**src/rtl/sbb_queue.sv**
```systemverilog
// Two-entry command queue between the front and the back of the blur.
module sbb_queue #(
  parameter type T = logic
) (
  input  logic clk,
  input  logic rst_n,
  input  logic push,
  input  T     push_data,
  input  logic pop,
  output T     pop_data,
  output logic full,
  output logic empty
);

  T     mem_r [2];
  logic wr_ptr_r, wr_ptr_nxt;
  logic rd_ptr_r, rd_ptr_nxt;
  logic [1:0] count_r, count_nxt;

  assign full     = (count_r == 2'd2);
  assign empty    = (count_r == 2'd0);
  assign pop_data = mem_r[rd_ptr_r];

  always_comb begin
    wr_ptr_nxt = push ? ~wr_ptr_r : wr_ptr_r;
    rd_ptr_nxt = pop ? ~rd_ptr_r : rd_ptr_r;
    count_nxt  = count_r + {1'b0, push} - {1'b0, pop};
  end

  always_ff @(posedge clk) begin
    if (!rst_n) begin
      wr_ptr_r <= 1'b0;
      rd_ptr_r <= 1'b0;
      count_r  <= 2'd0;
    end else begin
      wr_ptr_r <= wr_ptr_nxt;
      rd_ptr_r <= rd_ptr_nxt;
      count_r  <= count_nxt;
    end
  end

  always_ff @(posedge clk) begin
    if (push) begin
      mem_r[wr_ptr_r] <= push_data;
    end
  end

endmodule

```
**config.mk**
```make
export PLATFORM = sky130hd
export DESIGN_NAME = sbb_queue
export DESIGN_NICKNAME = d
export VERILOG_FILES = /design/src/rtl/sbb_queue.sv
export SDC_FILE = /design/constraint.sdc
export NUM_CORES = 1
export LEC_CHECK = 0
export BUFFER_PORTS_ARGS = -buffer_cell sky130_fd_sc_hd__clkbuf_2
export CAP_MARGIN = 20
export CORE_AREA = 2 2 39 41
export DETAILED_ROUTE_END_ITERATION = 10
export DIE_AREA = 0 0 41 43
export PLACE_DENSITY = 0.51
export SLEW_MARGIN = 20
export SYNTH_ARGS = -nofsm -noshare
export SYNTH_HDL_FRONTEND = slang
export SYNTH_SLANG_ARGS = --single-unit
```
**constraint.sdc**
```tcl
create_clock -name clk -period 1.7 [get_ports clk]
set_input_delay 0.255 -clock clk [delete_from_list [all_inputs] [get_ports clk]]
set_output_delay 0.255 -clock clk [all_outputs]
set_load 0.02 [all_outputs]
```
# --- Word level (Yosys, flattened, before mapping) ---
# Memories as Yosys holds them, arrays and structs flattened. A register that Yosys moved wholly into a read port is not among the register bits.
# Index checks and enable logic that the tools add are counted.
totals:
  out_inout_bits: 3
  reg_bits: 4
  n_memories: 1
  ram_bits: 2
  input_bits: 5
op_classes:
  n_reduce_logical: 1
  muxes: 4
  addsub: 2
  n_eq_ne: 1
  bitwise_logic: 2
memory_table:
  columns: ["memory", "depth", "word_bits", "rd", "rd_ports_with_merged_regs", "write_ports", "line_no", "text"]
  rows:
  - ["mem_r", 2, 1, 1, 1, 1, "15", "T mem_r [2];"]
ops:
  columns: ["cell", "n"]
  rows:
  - ["$mux 1", 4]
  - ["$add 2x1->2", 1]
  - ["$eq 2x2->1 const B", 1]
  - ["$logic_not 2->1", 1]
  - ["$not 1->1", 2]
  - ["$sub 2x1->2", 1]

# --- Logic depth before layout (Yosys ltp) ---
depth:
  ltp_word: 3
  ltp_mapped: 6
  depth_no_buf: 6

# --- Worst setup path before layout ---
# Ideal clock, no wire load.
synth_path:
  path_type: "register to register"
  startpoint: "register count_r[0]"
  endpoint: "register count_r[1]"
  path_stages_with_launch: 7
  t_arrival_ns: 1.086
  slack_ns: 0.549
  path_buffers: 0
  synth_period_minus_slack_ns: 1.151
  setup_time_ns: 0.065
  cell_sequence: "dfxtp_1 > inv_1 > ha_1 > inv_1 > ha_1 > xnor3_1 > nor2b_1"
synth_via:
  elab_chain_cells: 2
synth_rtl:
  columns: ["item", "line_no", "text"]
  rows:
  - ["start: declaration", "18", "logic [1:0] count_r, count_nxt;"]
  - ["start signal: assignment", "38", "count_r <= count_nxt;"]
  - ["$add 2x1->2", "27", "count_nxt = count_r + {1'b0, push} - {1'b0, pop};"]
  - ["$sub 2x1->2", "27", null]
# Every way passes these cells.
# A chain may end at the register's enable or synchronous reset.

==> results.cfg <==
[run_status]
run_status = complete, no violations

[setup_path]
worstSetupPathType = reg2out
critPathRequiredTime_ns = 1.44
crit_path_max_incr_delay_ns = 0.32
r2r-end = count_r[1]
crit_slowest_cell = mux2_2
crit_path_start_kind = register
r2r_start = count_r[0]
cp_cell_sequence = mux2_2 > clkbuf_2
crit_arrival_ns = 1.03
end_kind = output pin
r2r_cells = 6
rrSetupSlack_ns = 0.48
cp_max_fo = 1

[logic_synthesis]
avgSynthCellArea_um2 = 12.4
syn-cell-area_um2 = 297
yosysTopAreaCell = dfxtp_1
synth_warnings = 0
yosys.area.top_type_share_pct = 33.8
syn_inst = 24
syn-num-nets = 31
yosysSeqAreaShare_pct = 54.0
ys_seq_elements = 7
synthTopCellsByArea = dfxtp_1 (34%), edfxtp_1 (20%), and2_1 (8.4%)
ys_types = 11

[route]
avgViaCountPerCell = 3.59
drtAntennaViolNets = 0
drt_wl_total_um = 399
firstDrtPassIters = 1
drt_iter0_drc = 0
dr_total_vias = 183
post_drt_wl_per_cell_um = 7.82
drc = 0

[grt]
first_global_vias = 169
grt_overflow_total = 0
track_usage_pct = 5.96
antenna_found_initial = 0
grt_pass1_wl_um = 607
grt_max_degree = 6

[floorplan]
core_area_mm2 = 0.00138
start_util_pct = 21.4
io_pins = 8
dieArea_mm2 = 0.00176
die_w_um = 41
die_h_um = 43
rows = 14

[timing]
worst_slack_ns = 0.419
grt_setup_unrepaired = no
finClkSkew_ns = 0.000219
drv_slew = 0
setup_tns_ns = 0
setup_viol = 0
min_period_ns = 1.28
timing.hold.ws_ns = 0.206
max_freq_ghz = 0.781
worst_slew_pin_slew_ns = 0.176
min_period_over_period_pct = 75.3
finalHoldViolCount = 0
slew_headroom_pct = 88.2

[place]
place_area_um2 = 352
dp_slack_ns = 0.471
port_buffers = 7
place_congestion = 0.646

[power]
p_int_uw = 337
seqPwrFrac_pct = 45.0
netSwitchingFraction_pct = 25.7
pwr-share-comb_pct = 23.1
cellPowerDensity_mw_per_mm2 = 1200
p_clk_share_pct = 32.0
ir_drop_mv = 0.357
cellLeakagePower_uw = 0.000174
power.switching_uw = 116

[cts]
cts-root-buf = clkbuf_4
cts_tree = yes
clk_latency_ns = 0.24
holdBufCountCts = 0
clock-sinks = 7
cts.clk_slew.worst_paths_ns = 0.05
cts_setup_buffers = 0
htreeDepth = 1
cts.path.max_buffers = 2
cts_resized = 0
cts_buffers = 3

[finish]
layout_common_cells = clkbuf_2 (7), dfxtp_1 (5), and2_1 (4), nor2b_1 (4), clkbuf_4 (3)
area_growth_pct = 27.4
num_antenna_cells = 0
layout_commonest_cell = clkbuf_2
utilization_pct = 27.3
drive_gt1_share_pct = 31.4
nets = 43
final_area_um2 = 378

[hold_path]
min_from = push_data
hold_depth = 1
whs_endpoint = mem_r[1]
hold_class = in2reg

[run]
cap_violations = 0
## power groups by stage
stage	registers [uW]	clock network, uW	logic [uW]
floorplan	205	0	78.6
global placement	206	0	104
detailed placement	208	0	108
CTS	204	154	108
global route	206	164	113
finish	204	145	105
## synth_stat cells
cell type,count
and2_1,4
ha_1,2
mux2_2,1
dfxtp_1,5
edfxtp_1,2
nor2_1,1
xor2_1,1
inv_1,2
nor2b_1,4
o21a_1,1
xnor3_1,1
## per-layer routing
metal  track usage, %  routed length (um)  vias to the layer above
met2             7.81                 221                        3
met3             3.14                  13                        0
met4             10.0                   0                        0
met5                0                   0                        -
met1             4.26                 164                       82
li1                 -                   -                       98
## cell type report
cell class / instances / area (um2)
Clock buffer: 4 / 26.3
Tap cell: 16 / 20.0
Sequential cell: 7 / 160
Multi-Input combinational cell: 15 / 129
Timing Repair Buffer: 7 / 35.0
Inverter: 2 / 7.51
Fill cell: 150 / 1010
## how the worst max path moves through the flow
stage               start          to  slack (ns)  depth (start not counted)
2_1_floorplan  count_r[0]  count_r[1]        0.55                          6
3_3_place_gp          pop  count_r[1]        0.51                          6
3_5_place_dp   count_r[0]  count_r[1]        0.47                          6
4_1_cts          register    pop_data        0.40                          2
5_1_grt          mem_r[1]    pop_data        0.37                          2
6_report         register    pop_data        0.42                          2
## critical path, delay by kind of cell (launching register included)
kind / cells / cell delay (ns)
buffers and inverters: 1 / 0.15
DFF: 1 / 0.31
muxes: 1 / 0.32
## per-stage QoR
stage               total power [uW]  std cells
CTS                              466         51
global placement                 310         47
detailed placement               315         47
global route                     483         51
finish                           454         51
floorplan                        284         24
## cells by family (layout without fill, tap and decap cells)
family	count (synthesis)	in the layout	synth area share [%]
and+or+nand+nor	9	9	18.1
buffers and inverters	2	13	2.53
muxes	1	1	3.80
adders and majority gates	2	2	8.44
xor gates and xnor gates	2	2	10.5
DFF	7	7	54.0
AOI/OAI and AO/OA	1	1	2.53
Power figures use the tool's default switching activity.
